===== src/hw/rtl/fpba_pkg.sv =====
`default_nettype none

package fpba_pkg;

    // table geometry
    localparam int MAX_BLOCKS = 16;
    localparam int SIZE_BITS  = 16;

    // fixed field widths of the streams
    localparam int CMD_W      = 1;
    localparam int BIDX_W     = 4;
    localparam int REQ_W      = 16;
    localparam int MODE_W     = 2;
    localparam int BCNT_W     = 5;
    localparam int CFG_IDX_W  = 1;
    localparam int CFG_DATA_W = 5;
    localparam int S_TDATA_W  = 24;
    localparam int M_TDATA_W  = 8;

    // derived widths
    localparam int IDX_W = (MAX_BLOCKS > 1) ? $clog2(MAX_BLOCKS) : 1;
    localparam int CNT_W = $clog2(MAX_BLOCKS + 1);
    localparam int CMP_W = (SIZE_BITS > REQ_W) ? SIZE_BITS : REQ_W;

    // commands
    localparam logic [CMD_W-1:0] CMD_LOAD  = 1'b0;
    localparam logic [CMD_W-1:0] CMD_ALLOC = 1'b1;

    // fit policies (the unused code behaves as first fit)
    localparam logic [MODE_W-1:0] MODE_FIRST = 2'd0;
    localparam logic [MODE_W-1:0] MODE_BEST  = 2'd1;
    localparam logic [MODE_W-1:0] MODE_WORST = 2'd2;

    // configuration register indexes
    localparam logic [CFG_IDX_W-1:0] REG_FIT_MODE    = 1'b0;
    localparam logic [CFG_IDX_W-1:0] REG_BLOCK_COUNT = 1'b1;

    typedef enum logic [1:0] {
        ST_IDLE,
        ST_SCAN,
        ST_FINISH
    } state_t;

    // control from the sequencer to the compare unit
    typedef struct packed {
        logic             clear;
        logic             sample;
        logic [IDX_W-1:0] index;
    } scan_ctl_t;

endpackage

`default_nettype wire


===== src/hw/rtl/fpba_ram.sv =====
`default_nettype none

module fpba_ram #(
    parameter int WIDTH = 16,
    parameter int DEPTH = 16
) (
    input  wire logic                            clk,
    input  wire logic                            we,
    input  wire logic [$clog2(DEPTH > 1 ? DEPTH : 2)-1:0] waddr,
    input  wire logic [WIDTH-1:0]                wdata,
    input  wire logic                            re,
    input  wire logic [$clog2(DEPTH > 1 ? DEPTH : 2)-1:0] raddr,
    output logic      [WIDTH-1:0]                rdata
);

    logic [WIDTH-1:0] mem [DEPTH];

    always_ff @(posedge clk) begin
        if (we) begin
            mem[waddr] <= wdata;
        end
        if (re) begin
            rdata <= mem[raddr];
        end
    end

endmodule

`default_nettype wire


===== src/hw/rtl/fpba_scan.sv =====
`default_nettype none

module fpba_scan (
    input  wire logic                             aclk,
    input  wire fpba_pkg::scan_ctl_t              ctl,
    input  wire logic [fpba_pkg::SIZE_BITS-1:0]   entry,
    input  wire logic [fpba_pkg::REQ_W-1:0]       request,
    input  wire logic [fpba_pkg::MODE_W-1:0]      fit_mode,
    output logic                                  found,
    output logic [fpba_pkg::IDX_W-1:0]            pick,
    output logic [fpba_pkg::SIZE_BITS-1:0]        pick_size
);

    logic                           found_reg;
    logic [fpba_pkg::IDX_W-1:0]     pick_reg;
    logic [fpba_pkg::SIZE_BITS-1:0] size_reg;
    logic                           fits;
    logic                           take;

    always_comb begin
        fits = fpba_pkg::CMP_W'(entry) >= fpba_pkg::CMP_W'(request);
        take = 1'b0;
        if (fits) begin
            if (!found_reg) begin
                take = 1'b1;
            end else if (fit_mode == fpba_pkg::MODE_BEST) begin
                take = entry < size_reg;
            end else if (fit_mode == fpba_pkg::MODE_WORST) begin
                take = entry > size_reg;
            end
        end
    end

    always_ff @(posedge aclk) begin
        if (ctl.clear) begin
            found_reg <= 1'b0;
        end else if (ctl.sample && take) begin
            found_reg <= 1'b1;
            pick_reg  <= ctl.index;
            size_reg  <= entry;
        end
    end

    assign found     = found_reg;
    assign pick      = pick_reg;
    assign pick_size = size_reg;

endmodule

`default_nettype wire


===== src/hw/rtl/fit_policy_block_allocator.sv =====
`default_nettype none

// channel   direction  handshake               payload
// s_        in         s_tvalid / s_tready     s_tdata, s_tuser (command)
// m_        out        m_tvalid / m_tready     m_tdata, m_tuser (granted)
// cfg_      in         cfg_valid / cfg_ready   cfg_index, cfg_data
//
// a load is accepted in idle, even while a result waits on m_
// an allocate reads min(block_count, MAX_BLOCKS) entries, one table read a cycle
// through the single read port, then drains the last read and writes back the
// chosen entry at the finishing step, which holds while the previous result
// has not been transferred
// reset (aresetn, synchronous, active low) clears control; table contents stay
// undefined until loaded

module fit_policy_block_allocator (
    input  wire logic                               aclk,
    input  wire logic                               aresetn,
    // tdata: block_index [3:0], size_value [19:4], zero [23:20]
    input  wire logic [fpba_pkg::S_TDATA_W-1:0]     s_tdata,
    // tuser: command [0]
    input  wire logic [fpba_pkg::CMD_W-1:0]         s_tuser,
    input  wire logic                               s_tvalid,
    output logic                                    s_tready,
    // tdata: granted_block [3:0], zero [7:4]
    output logic [fpba_pkg::M_TDATA_W-1:0]          m_tdata,
    // tuser: granted [0]
    output logic                                    m_tuser,
    output logic                                    m_tvalid,
    input  wire logic                               m_tready,
    input  wire logic                               cfg_valid,
    output logic                                    cfg_ready,
    input  wire logic [fpba_pkg::CFG_IDX_W-1:0]     cfg_index,
    input  wire logic [fpba_pkg::CFG_DATA_W-1:0]    cfg_data
);

    fpba_pkg::state_t               state_reg, state_next;

    logic [fpba_pkg::MODE_W-1:0]    fit_mode_reg;
    logic [fpba_pkg::BCNT_W-1:0]    block_count_reg;

    logic [fpba_pkg::REQ_W-1:0]     req_reg;
    logic [fpba_pkg::CNT_W-1:0]     limit_reg;
    logic [fpba_pkg::CNT_W-1:0]     issue_reg;
    logic                           samp_vld_reg;
    logic [fpba_pkg::IDX_W-1:0]     samp_idx_reg;

    logic                           out_vld_reg;
    logic                           out_granted_reg;
    logic [fpba_pkg::BIDX_W-1:0]    out_block_reg;

    // unpacked input fields
    logic [fpba_pkg::BIDX_W-1:0]    in_block_index;
    logic [fpba_pkg::REQ_W-1:0]     in_size_value;
    logic                           in_xfer;

    // control decoded from state
    logic                           load_we;
    logic                           start_alloc;
    logic                           rd_en;
    logic [fpba_pkg::IDX_W-1:0]     rd_addr;
    logic                           scan_done;
    logic                           slot_free;
    logic                           finish_go;

    logic                           ram_we;
    logic [fpba_pkg::IDX_W-1:0]     ram_waddr;
    logic [fpba_pkg::SIZE_BITS-1:0] ram_wdata;
    logic [fpba_pkg::SIZE_BITS-1:0] ram_rdata;

    logic [fpba_pkg::CNT_W-1:0]     limit_new;

    fpba_pkg::scan_ctl_t            scan_ctl;
    logic                           scan_found;
    logic [fpba_pkg::IDX_W-1:0]     scan_pick;
    logic [fpba_pkg::SIZE_BITS-1:0] scan_size;

    assign in_block_index = s_tdata[fpba_pkg::BIDX_W-1:0];
    assign in_size_value  = s_tdata[fpba_pkg::BIDX_W +: fpba_pkg::REQ_W];
    assign in_xfer        = s_tvalid && s_tready;

    assign cfg_ready = 1'b1;

    // entries scanned, capped at the table depth
    always_comb begin
        if (int'(block_count_reg) > fpba_pkg::MAX_BLOCKS) begin
            limit_new = fpba_pkg::CNT_W'(fpba_pkg::MAX_BLOCKS);
        end else begin
            limit_new = fpba_pkg::CNT_W'(block_count_reg);
        end
    end

    assign slot_free = !out_vld_reg || m_tready;
    // the last read is sampled at the same edge that leaves the scan
    assign scan_done = (issue_reg == limit_reg);

    // next state
    always_comb begin
        state_next = state_reg;
        unique case (state_reg)
            fpba_pkg::ST_IDLE: begin
                if (in_xfer && s_tuser == fpba_pkg::CMD_ALLOC) begin
                    state_next = fpba_pkg::ST_SCAN;
                end
            end
            fpba_pkg::ST_SCAN: begin
                if (scan_done) begin
                    state_next = fpba_pkg::ST_FINISH;
                end
            end
            fpba_pkg::ST_FINISH: begin
                if (slot_free) begin
                    state_next = fpba_pkg::ST_IDLE;
                end
            end
            default: state_next = fpba_pkg::ST_IDLE;
        endcase
    end

    // outputs of the sequencer
    always_comb begin
        s_tready    = 1'b0;
        load_we     = 1'b0;
        start_alloc = 1'b0;
        rd_en       = 1'b0;
        finish_go   = 1'b0;
        unique case (state_reg)
            fpba_pkg::ST_IDLE: begin
                s_tready    = 1'b1;
                load_we     = in_xfer && s_tuser == fpba_pkg::CMD_LOAD
                              && int'(in_block_index) < fpba_pkg::MAX_BLOCKS;
                start_alloc = in_xfer && s_tuser == fpba_pkg::CMD_ALLOC;
            end
            fpba_pkg::ST_SCAN: begin
                rd_en = issue_reg != limit_reg;
            end
            fpba_pkg::ST_FINISH: begin
                finish_go = slot_free;
            end
            default: begin
            end
        endcase
    end

    assign rd_addr = issue_reg[fpba_pkg::IDX_W-1:0];

    // one write port: loads in idle, write-back of the chosen entry at finish
    always_comb begin
        if (load_we) begin
            ram_we    = 1'b1;
            ram_waddr = fpba_pkg::IDX_W'(in_block_index);
            ram_wdata = fpba_pkg::SIZE_BITS'(in_size_value);
        end else begin
            ram_we    = finish_go && scan_found;
            ram_waddr = scan_pick;
            ram_wdata = scan_size - fpba_pkg::SIZE_BITS'(req_reg);
        end
    end

    fpba_ram #(
        .WIDTH (fpba_pkg::SIZE_BITS),
        .DEPTH (fpba_pkg::MAX_BLOCKS)
    ) u_table (
        .clk   (aclk),
        .we    (ram_we),
        .waddr (ram_waddr),
        .wdata (ram_wdata),
        .re    (rd_en),
        .raddr (rd_addr),
        .rdata (ram_rdata)
    );

    assign scan_ctl.clear  = start_alloc;
    assign scan_ctl.sample = samp_vld_reg;
    assign scan_ctl.index  = samp_idx_reg;

    fpba_scan u_scan (
        .aclk      (aclk),
        .ctl       (scan_ctl),
        .entry     (ram_rdata),
        .request   (req_reg),
        .fit_mode  (fit_mode_reg),
        .found     (scan_found),
        .pick      (scan_pick),
        .pick_size (scan_size)
    );

    // control registers
    always_ff @(posedge aclk) begin
        if (!aresetn) begin
            state_reg       <= fpba_pkg::ST_IDLE;
            fit_mode_reg    <= fpba_pkg::MODE_FIRST;
            block_count_reg <= fpba_pkg::BCNT_W'(16);
            samp_vld_reg    <= 1'b0;
            out_vld_reg     <= 1'b0;
        end else begin
            state_reg    <= state_next;
            samp_vld_reg <= rd_en;
            if (cfg_valid && cfg_ready) begin
                case (cfg_index)
                    fpba_pkg::REG_FIT_MODE:
                        fit_mode_reg <= cfg_data[fpba_pkg::MODE_W-1:0];
                    fpba_pkg::REG_BLOCK_COUNT:
                        block_count_reg <= cfg_data[fpba_pkg::BCNT_W-1:0];
                    default: begin
                    end
                endcase
            end
            if (finish_go) begin
                out_vld_reg <= 1'b1;
            end else if (m_tready) begin
                out_vld_reg <= 1'b0;
            end
        end
    end

    // payload registers
    always_ff @(posedge aclk) begin
        if (start_alloc) begin
            req_reg   <= in_size_value;
            limit_reg <= limit_new;
            issue_reg <= '0;
        end else if (rd_en) begin
            issue_reg <= issue_reg + fpba_pkg::CNT_W'(1);
        end
        samp_idx_reg <= rd_addr;
        if (finish_go) begin
            out_granted_reg <= scan_found;
            out_block_reg   <= scan_found ? fpba_pkg::BIDX_W'(scan_pick) : '0;
        end
    end

    assign m_tvalid = out_vld_reg;
    assign m_tuser  = out_granted_reg;
    assign m_tdata  = {{(fpba_pkg::M_TDATA_W - fpba_pkg::BIDX_W){1'b0}}, out_block_reg};

endmodule

`default_nettype wire


===== config.mk =====
export PLATFORM = sky130hd
export DESIGN_NAME = fit_policy_block_allocator
export DESIGN_NICKNAME = d
export VERILOG_FILES = /design/src/hw/rtl/fpba_pkg.sv /design/src/hw/rtl/fpba_ram.sv /design/src/hw/rtl/fpba_scan.sv /design/src/hw/rtl/fit_policy_block_allocator.sv
export SDC_FILE = /design/constraint.sdc
export NUM_CORES = 1
export LEC_CHECK = 0
export ABC_AREA = 1
export BUFFER_PORTS_ARGS = -buffer_cell sky130_fd_sc_hd__buf_2
export CORE_ASPECT_RATIO = 0.8
export CORE_MARGIN = 3
export CORE_UTILIZATION = 60
export CTS_CLUSTER_DIAMETER = 50
export CTS_CLUSTER_SIZE = 25
export DETAILED_ROUTE_END_ITERATION = 10
export PLACE_DENSITY_LB_ADDON = 0.1
export SYNTH_ARGS = -nofsm -noshare
export SYNTH_HDL_FRONTEND = slang
export SYNTH_HIERARCHICAL = 1
export SYNTH_SLANG_ARGS = --single-unit

===== constraint.sdc =====
create_clock -name aclk -period 5.2 [get_ports aclk]
set_input_delay 1.04 -clock aclk [delete_from_list [all_inputs] [get_ports aclk]]
set_output_delay 1.04 -clock aclk [all_outputs]
set_load 0.02 [all_outputs]

==> metrics.cfg, run 1 <==
[sta]
relSlewSlack = 0.234
finalClockSkew_ns = 0.0183
setup_ws_ns = 1.90
period_share = 0.635
tightest_slew_ns = 1.15
drv_slew = 0
setup_viol = 0
finalSetupTns_ns = 0
finalHoldViolCount = 0
max_freq_ghz = 0.303
rsz0062_at_grt = false
fin_crit_ns = 3.30

[cells_and_area]
stdcell_area_sq_mm = 0.0175
regArea_sq_mm = 0.00997
regMostFlops = u_table/mem
final_nets = 1776
num-fill-cells = 1975
largest_register_ffs = 256
num_antenna_cells = 0
area_growth_pct = 9.52
multiInputGateArea_sq_mm = 0.00452
drive_above_1_share = 0.0823
final_cell_mix = nand2_1 (519), edfxtp_1 (318), inv_1 (315)
utilization = 0.680
final_common_cell = nand2_1

[setup_path]
endpoint_kind = flip-flop
critPathSlowestCell = nor2_2
cp.arrival_ns = 3.47
slowest_delay_ns = 0.90
crit_buf_inv = 2
crit_fanout = 26
required_ns = 5.37
cp_common_cell = nand2_1
path_delay_family = simple AND/OR/NAND/NOR gates
startpoint_type = primary input
path_class = primary input to flip-flop
crit_chain = buf_2, nand2_1, nor2_4, inv_2, nand2_1, nand2_1, nand3b_1, nor2_2

[clock_network]
clk_pin_slew_worst_paths_ns = 0.07
clk_latency_ns = 0.56
cts_root_buffer = clkbuf_16
clockBufferDepth = 3
ctsHoldBuffers = 0
htree_num_levels = 1
cts_setup_buffers = 0
cts_resized = 0
cts_tree = done
cts_sinks = 339
cts_buffers = 29

[outcome]
status = complete, no violations

[logic_synthesis]
synth_top_cell_area_share = 0.597
netlist_area_sq_mm = 0.0160
synth.distinct_cells = 39
yosysTopAreaCell = edfxtp_1
ys_seq_area_frac = 0.623
synthCells = 1662
yosys_warnings = 6
ys_ff_latch = 339
syn_area_per_cell_sq_um = 9.63
ys_top_cells_by_area = edfxtp_1 (60%), nand2_1 (12%), inv_1 (7.4%)

[floorplan]
die_area_sq_mm = 0.0287
rows = 52
die_y_um = 152
die_w_um = 189
io_pins = 48
core-area_sq_mm = 0.0258
initial_core_util = 0.621

[grt]
grt_pass1_wl_mm = 55.3
overflow = 0
gr-usage-all-layers = 0.244
grt_start_max_net_pins = 81
antenna_found_initial = 1
grt_pass1_vias = 10300

[power]
leakage_uw = 0.00784
cellPowerDensity_mw_per_mm2 = 394
ir_worst_vdd_mv = 0.354
fin_total_pwr_uw = 6900

[routing]
drc_errors = 0
wl_mm = 35.1
drt_iter0_markers = 1074
routedWlPerCell_um = 17.0
vias = 11000
drt_first_pass_iters = 5
ant_nets = 0
via_per_inst = 5.32

[placement]
pre_cts_ws_ns = 1.36
placed_area_sq_mm = 0.0165
post-dp-hpwl_mm = 22.5
gp_congestion = 0.874
portBuffers = 38

[job]
drv_cap = 0

[min_path]
holdCritPathClass = flip-flop to flip-flop

==> through the flow <==
stage	hold WS (ns)	cells
6_report	0.403	2064
5_1_grt	0.415	2064
4_1_cts	0.408	2064
3_5_place_dp	0.390	2011
3_3_place_gp	0.387	2011
2_1_floorplan	0.386	1665
==> cell usage after synthesis <==
| library cell | n |
|---|---|
| nand3b_1 | 4 |
| nor2_1 | 63 |
| conb_1 | 2 |
| buf_1 | 1 |
| nand2_4 | 1 |
| buf_2 | 22 |
| dfxtp_1 | 21 |
| o21bai_1 | 1 |
| nor3_1 | 3 |
| inv_1 | 315 |
| nand2_1 | 519 |
| clkbuf_1 | 11 |
| nor2_4 | 1 |
| a21o_1 | 1 |
| nand3_2 | 1 |
| buf_6 | 3 |
| nor2_2 | 3 |
| o21a_1 | 1 |
| clkinv_1 | 1 |
| o21ai_0 | 17 |
| nand3_1 | 225 |
| or2_0 | 1 |
| and2_1 | 1 |
| nand4_1 | 3 |
| edfxtp_1 | 318 |
| xnor2_1 | 4 |
| nand2_2 | 1 |
| a21boi_2 | 1 |
| a21oi_1 | 29 |
| ha_1 | 48 |
| o211ai_1 | 1 |
| buf_4 | 23 |
| inv_4 | 1 |
| nor3b_2 | 1 |
| or2_2 | 3 |
| a41oi_1 | 1 |
| fa_1 | 1 |
| xor2_1 | 5 |
| inv_2 | 4 |
==> logic make-up after synthesis <==
family / count (synthesis) / share of synthesized area
fa+ha+maj: 49 / 0.0388
other cells: 2 / 0.000469
simple gates: 830 / 0.217
compound gates: 52 / 0.0175
xor+xnor: 9 / 0.00493
buf+inv: 381 / 0.0981
flops: 339 / 0.623
==> power breakdown <==
part / total [uW] / internal (uW) / leakage [uW] / switching (uW)
logic: 1340 / 382 / 0.00427 / 959
clock network: 2340 / 1250 / 0.000514 / 1090
registers: 3220 / 3150 / 0.00305 / 70.9
==> routing by layer <==
metal  vias to the layer above  wire length [um]  share of wire  track usage
met4                         0               809          0.023       0.0674
met3                        55              2320          0.066       0.0318
li1                       5383                 -              -            -
met2                       366             16300           0.46        0.388
met1                      5179             15700           0.45        0.360
met5                         -                 0              0            0
==> layout make-up <==
class	instances	area share
sequential	339	0.569
multi-input combinational	945	0.258
inverter	321	0.0690
clock buffer	30	0.0416
tap	351	0.0251
timing repair buffer	55	0.0188
clock inverter	23	0.0186
==> final timing paths <==
| check | from | end | slack, ns | cells past startpoint |
|---|---|---|---|---|
| worst max-delay path | s_tvalid | u_table/mem[5][7]$_DFFE_PP_ | 1.90 | 8 |
| worst min-delay path | samp_idx_reg[0]$_DFF_P_ | u_scan/pick[0]$_DFFE_PP_ | 0.40 | 0 |
| worst max register to register | state_reg[0]$_SDFFE_PN0P_ | u_table/mem[5][7]$_DFFE_PP_ | 2.00 | 8 |
| worst min register to register | samp_idx_reg[0]$_DFF_P_ | u_scan/pick[0]$_DFFE_PP_ | 0.40 | 0 |
(Power assumes the default switching activity.)
==> inputs of run 2 (changes only) <==
CORE_UTILIZATION = 56   (was 60)
clock period = 2.8 ns   (was 5.2 ns; I/O delays follow)
==> metrics.cfg, run 2 (synthesis results as in run 1) <==
[routing]
drt_iter0_markers = 798
routedWlPerCell_um = 17.7
vias = 10900
ant_nets = 0
via_per_inst = 5.19
wl_mm = 37.2
drc_errors = 0
drt_first_pass_iters = 5

[power]
p_int_uw = 9090
clkPwrFrac = 0.342
ir_worst_vdd_mv = 0.699
fin_total_pwr_uw = 13000
p_sw_frac = 0.300
seq_power_share = 0.458
leakage_uw = 0.00800
p_sw_uw = 3900
cellPowerDensity_mw_per_mm2 = 727
combPwrFrac = 0.200

[placement]
pre_cts_ws_ns = 0.294
gp_congestion = 0.878
post-dp-hpwl_mm = 23.6
portBuffers = 38

[sta]
fin_crit_ns = 2.61
whs_ns = 0.182
rsz0062_at_grt = false
period_share = 0.931
drv_slew = 0
relSlewSlack = 0.408
setup_ws_ns = 0.192
finalSetupTns_ns = 0
max_freq_ghz = 0.383
finalClockSkew_ns = 0.0104
setup_viol = 0
finalHoldViolCount = 0
tightest_slew_ns = 0.888

[clock_network]
cts_resized = 0
cts_root_buffer = clkbuf_16
cts_buffers = 30
cts_sinks = 339
clk_pin_slew_worst_paths_ns = 0.07
clk_latency_ns = 0.57
clockBufferDepth = 3
cts_setup_buffers = 0
htree_num_levels = 1
cts_tree = done
ctsHoldBuffers = 0

[setup_path]
reg2reg_to = u_scan/pick_size[11]$_DFFE_PP_
crit_fanout = 16
crit_chain = ha_1, a21oi_1, a21boi_2, nor2_1, nand3_1, nand3_1, nand2_1, nor2_2, buf_12
r2r_slack_ns = 0.19
cp.arrival_ns = 2.89
required_ns = 3.08
path_class = flip-flop to flip-flop
critPathSlowestCell = edfxtp_1
endpoint_kind = flip-flop
path_delay_family = simple AND/OR/NAND/NOR gates
r2r_cells = 9
crit_buf_inv = 1
slowest_delay_ns = 0.43
regToRegStartpoint = u_table/rdata[11]$_DFFE_PP_
startpoint_type = flip-flop
cp_common_cell = nand3_1

[job]
drv_cap = 0

[floorplan]
die_area_sq_mm = 0.0307
core-area_sq_mm = 0.0277
die_y_um = 157
io_pins = 48
die_w_um = 195
initial_core_util = 0.578
rows = 54

[min_path]
whs_path_depth = 1
holdPathEnd = req_reg[4]$_DFFE_PP_
hold_start = s_tdata[8]
holdCritPathClass = primary input to flip-flop

[outcome]
status = complete, no violations

[cells_and_area]
area_growth_pct = 11.5
largest_register_ffs = 256
final_cell_mix = nand2_1 (519), edfxtp_1 (318), inv_1 (315)
drive_above_1_share = 0.0988
final_nets = 1802
regMostFlops = u_table/mem
final_common_cell = nand2_1

[grt]
gr-usage-all-layers = 0.244
overflow = 0
grt_start_max_net_pins = 91
grt_pass1_vias = 10300
antenna_found_initial = 0
grt_pass1_wl_mm = 57.5

[run 2: cell count changes in the layout (fill, tap and decap cells not counted), sizes merged]
cell      previous run  this run
bufinv               3         4
clkinvlp             0         4
inv                333       328
clkbuf              30        31
clkinv               8        10
diode                0         1
buf                 55        80
[run 2: worst max path at each step]
| stage | end | slack, ns | cells past startpoint | startpoint |
|---|---|---|---|---|
| floorplan | u_table/mem[10][0]$_DFFE_PP_ | 0.26 | 9 | state_reg[0]$_SDFFE_PN0P_ |
| global placement | u_table/mem[9][11]$_DFFE_PP_ | 0.35 | 9 | s_tvalid |
| detailed placement | u_scan/pick_size[11]$_DFFE_PP_ | 0.29 | 9 | u_table/rdata[11]$_DFFE_PP_ |
| CTS | u_scan/pick_size[4]$_DFFE_PP_ | 0.28 | 9 | u_table/rdata[11]$_DFFE_PP_ |
| global route | u_table/mem[7][12]$_DFFE_PP_ | 0.11 | 10 | req_reg[0]$_DFFE_PP_ |
| finish | u_scan/pick_size[11]$_DFFE_PP_ | 0.19 | 9 | u_table/rdata[11]$_DFFE_PP_ |
[run 2: cell type report]
cell class | count | area (sq um)
antenna | 1 | 2.50
clock buffer | 31 | 776
clock inverter | 25 | 309
fill | 2231 | 9850
inverter | 321 | 1210
multi-input combinational | 945 | 4520
sequential | 339 | 9980
tap | 364 | 455
timing repair buffer | 80 | 606
[run 2: power groups by stage]
stage | sequential, uW | combinational [uW] | clock, uW
floorplan | 6030 | 1830 | 0
global placement | 6050 | 2530 | 0
detailed placement | 6060 | 2580 | 0
CTS | 5950 | 2600 | 4530
global route | 5960 | 2910 | 4730
finish | 5950 | 2600 | 4440
[run 2: per-layer routing]
metal,vias to the layer above,share of wire,global-route usage
met3,54,0.063,0.0360
met2,306,0.45,0.387
met5,-,0,0
li1,5431,-,-
met4,0,0.025,0.0611
met1,5143,0.46,0.361
[run 2: worst reg2reg max path, cell delays in order (launching register included)]
cell      delay (ns)
edfxtp_1        0.43
ha_1            0.34
a21oi_1         0.42
a21boi_2        0.10
nor2_1          0.22
nand3_1         0.12
nand3_1         0.11
nand2_1         0.06
nor2_2          0.28
buf_12          0.22
[run 2: per-stage QoR]
| step | util | cells | area, sq um |
|---|---|---|---|
| 2_1_floorplan | - | 1665 | 16000 |
| 3_3_place_gp | 0.605 | 2049 | 16800 |
| 3_5_place_dp | 0.605 | 2049 | 16800 |
| 4_1_cts | 0.644 | 2105 | 17800 |
| 5_1_grt | 0.644 | 2105 | 17800 |
| 6_report | 0.644 | 2106 | 17800 |
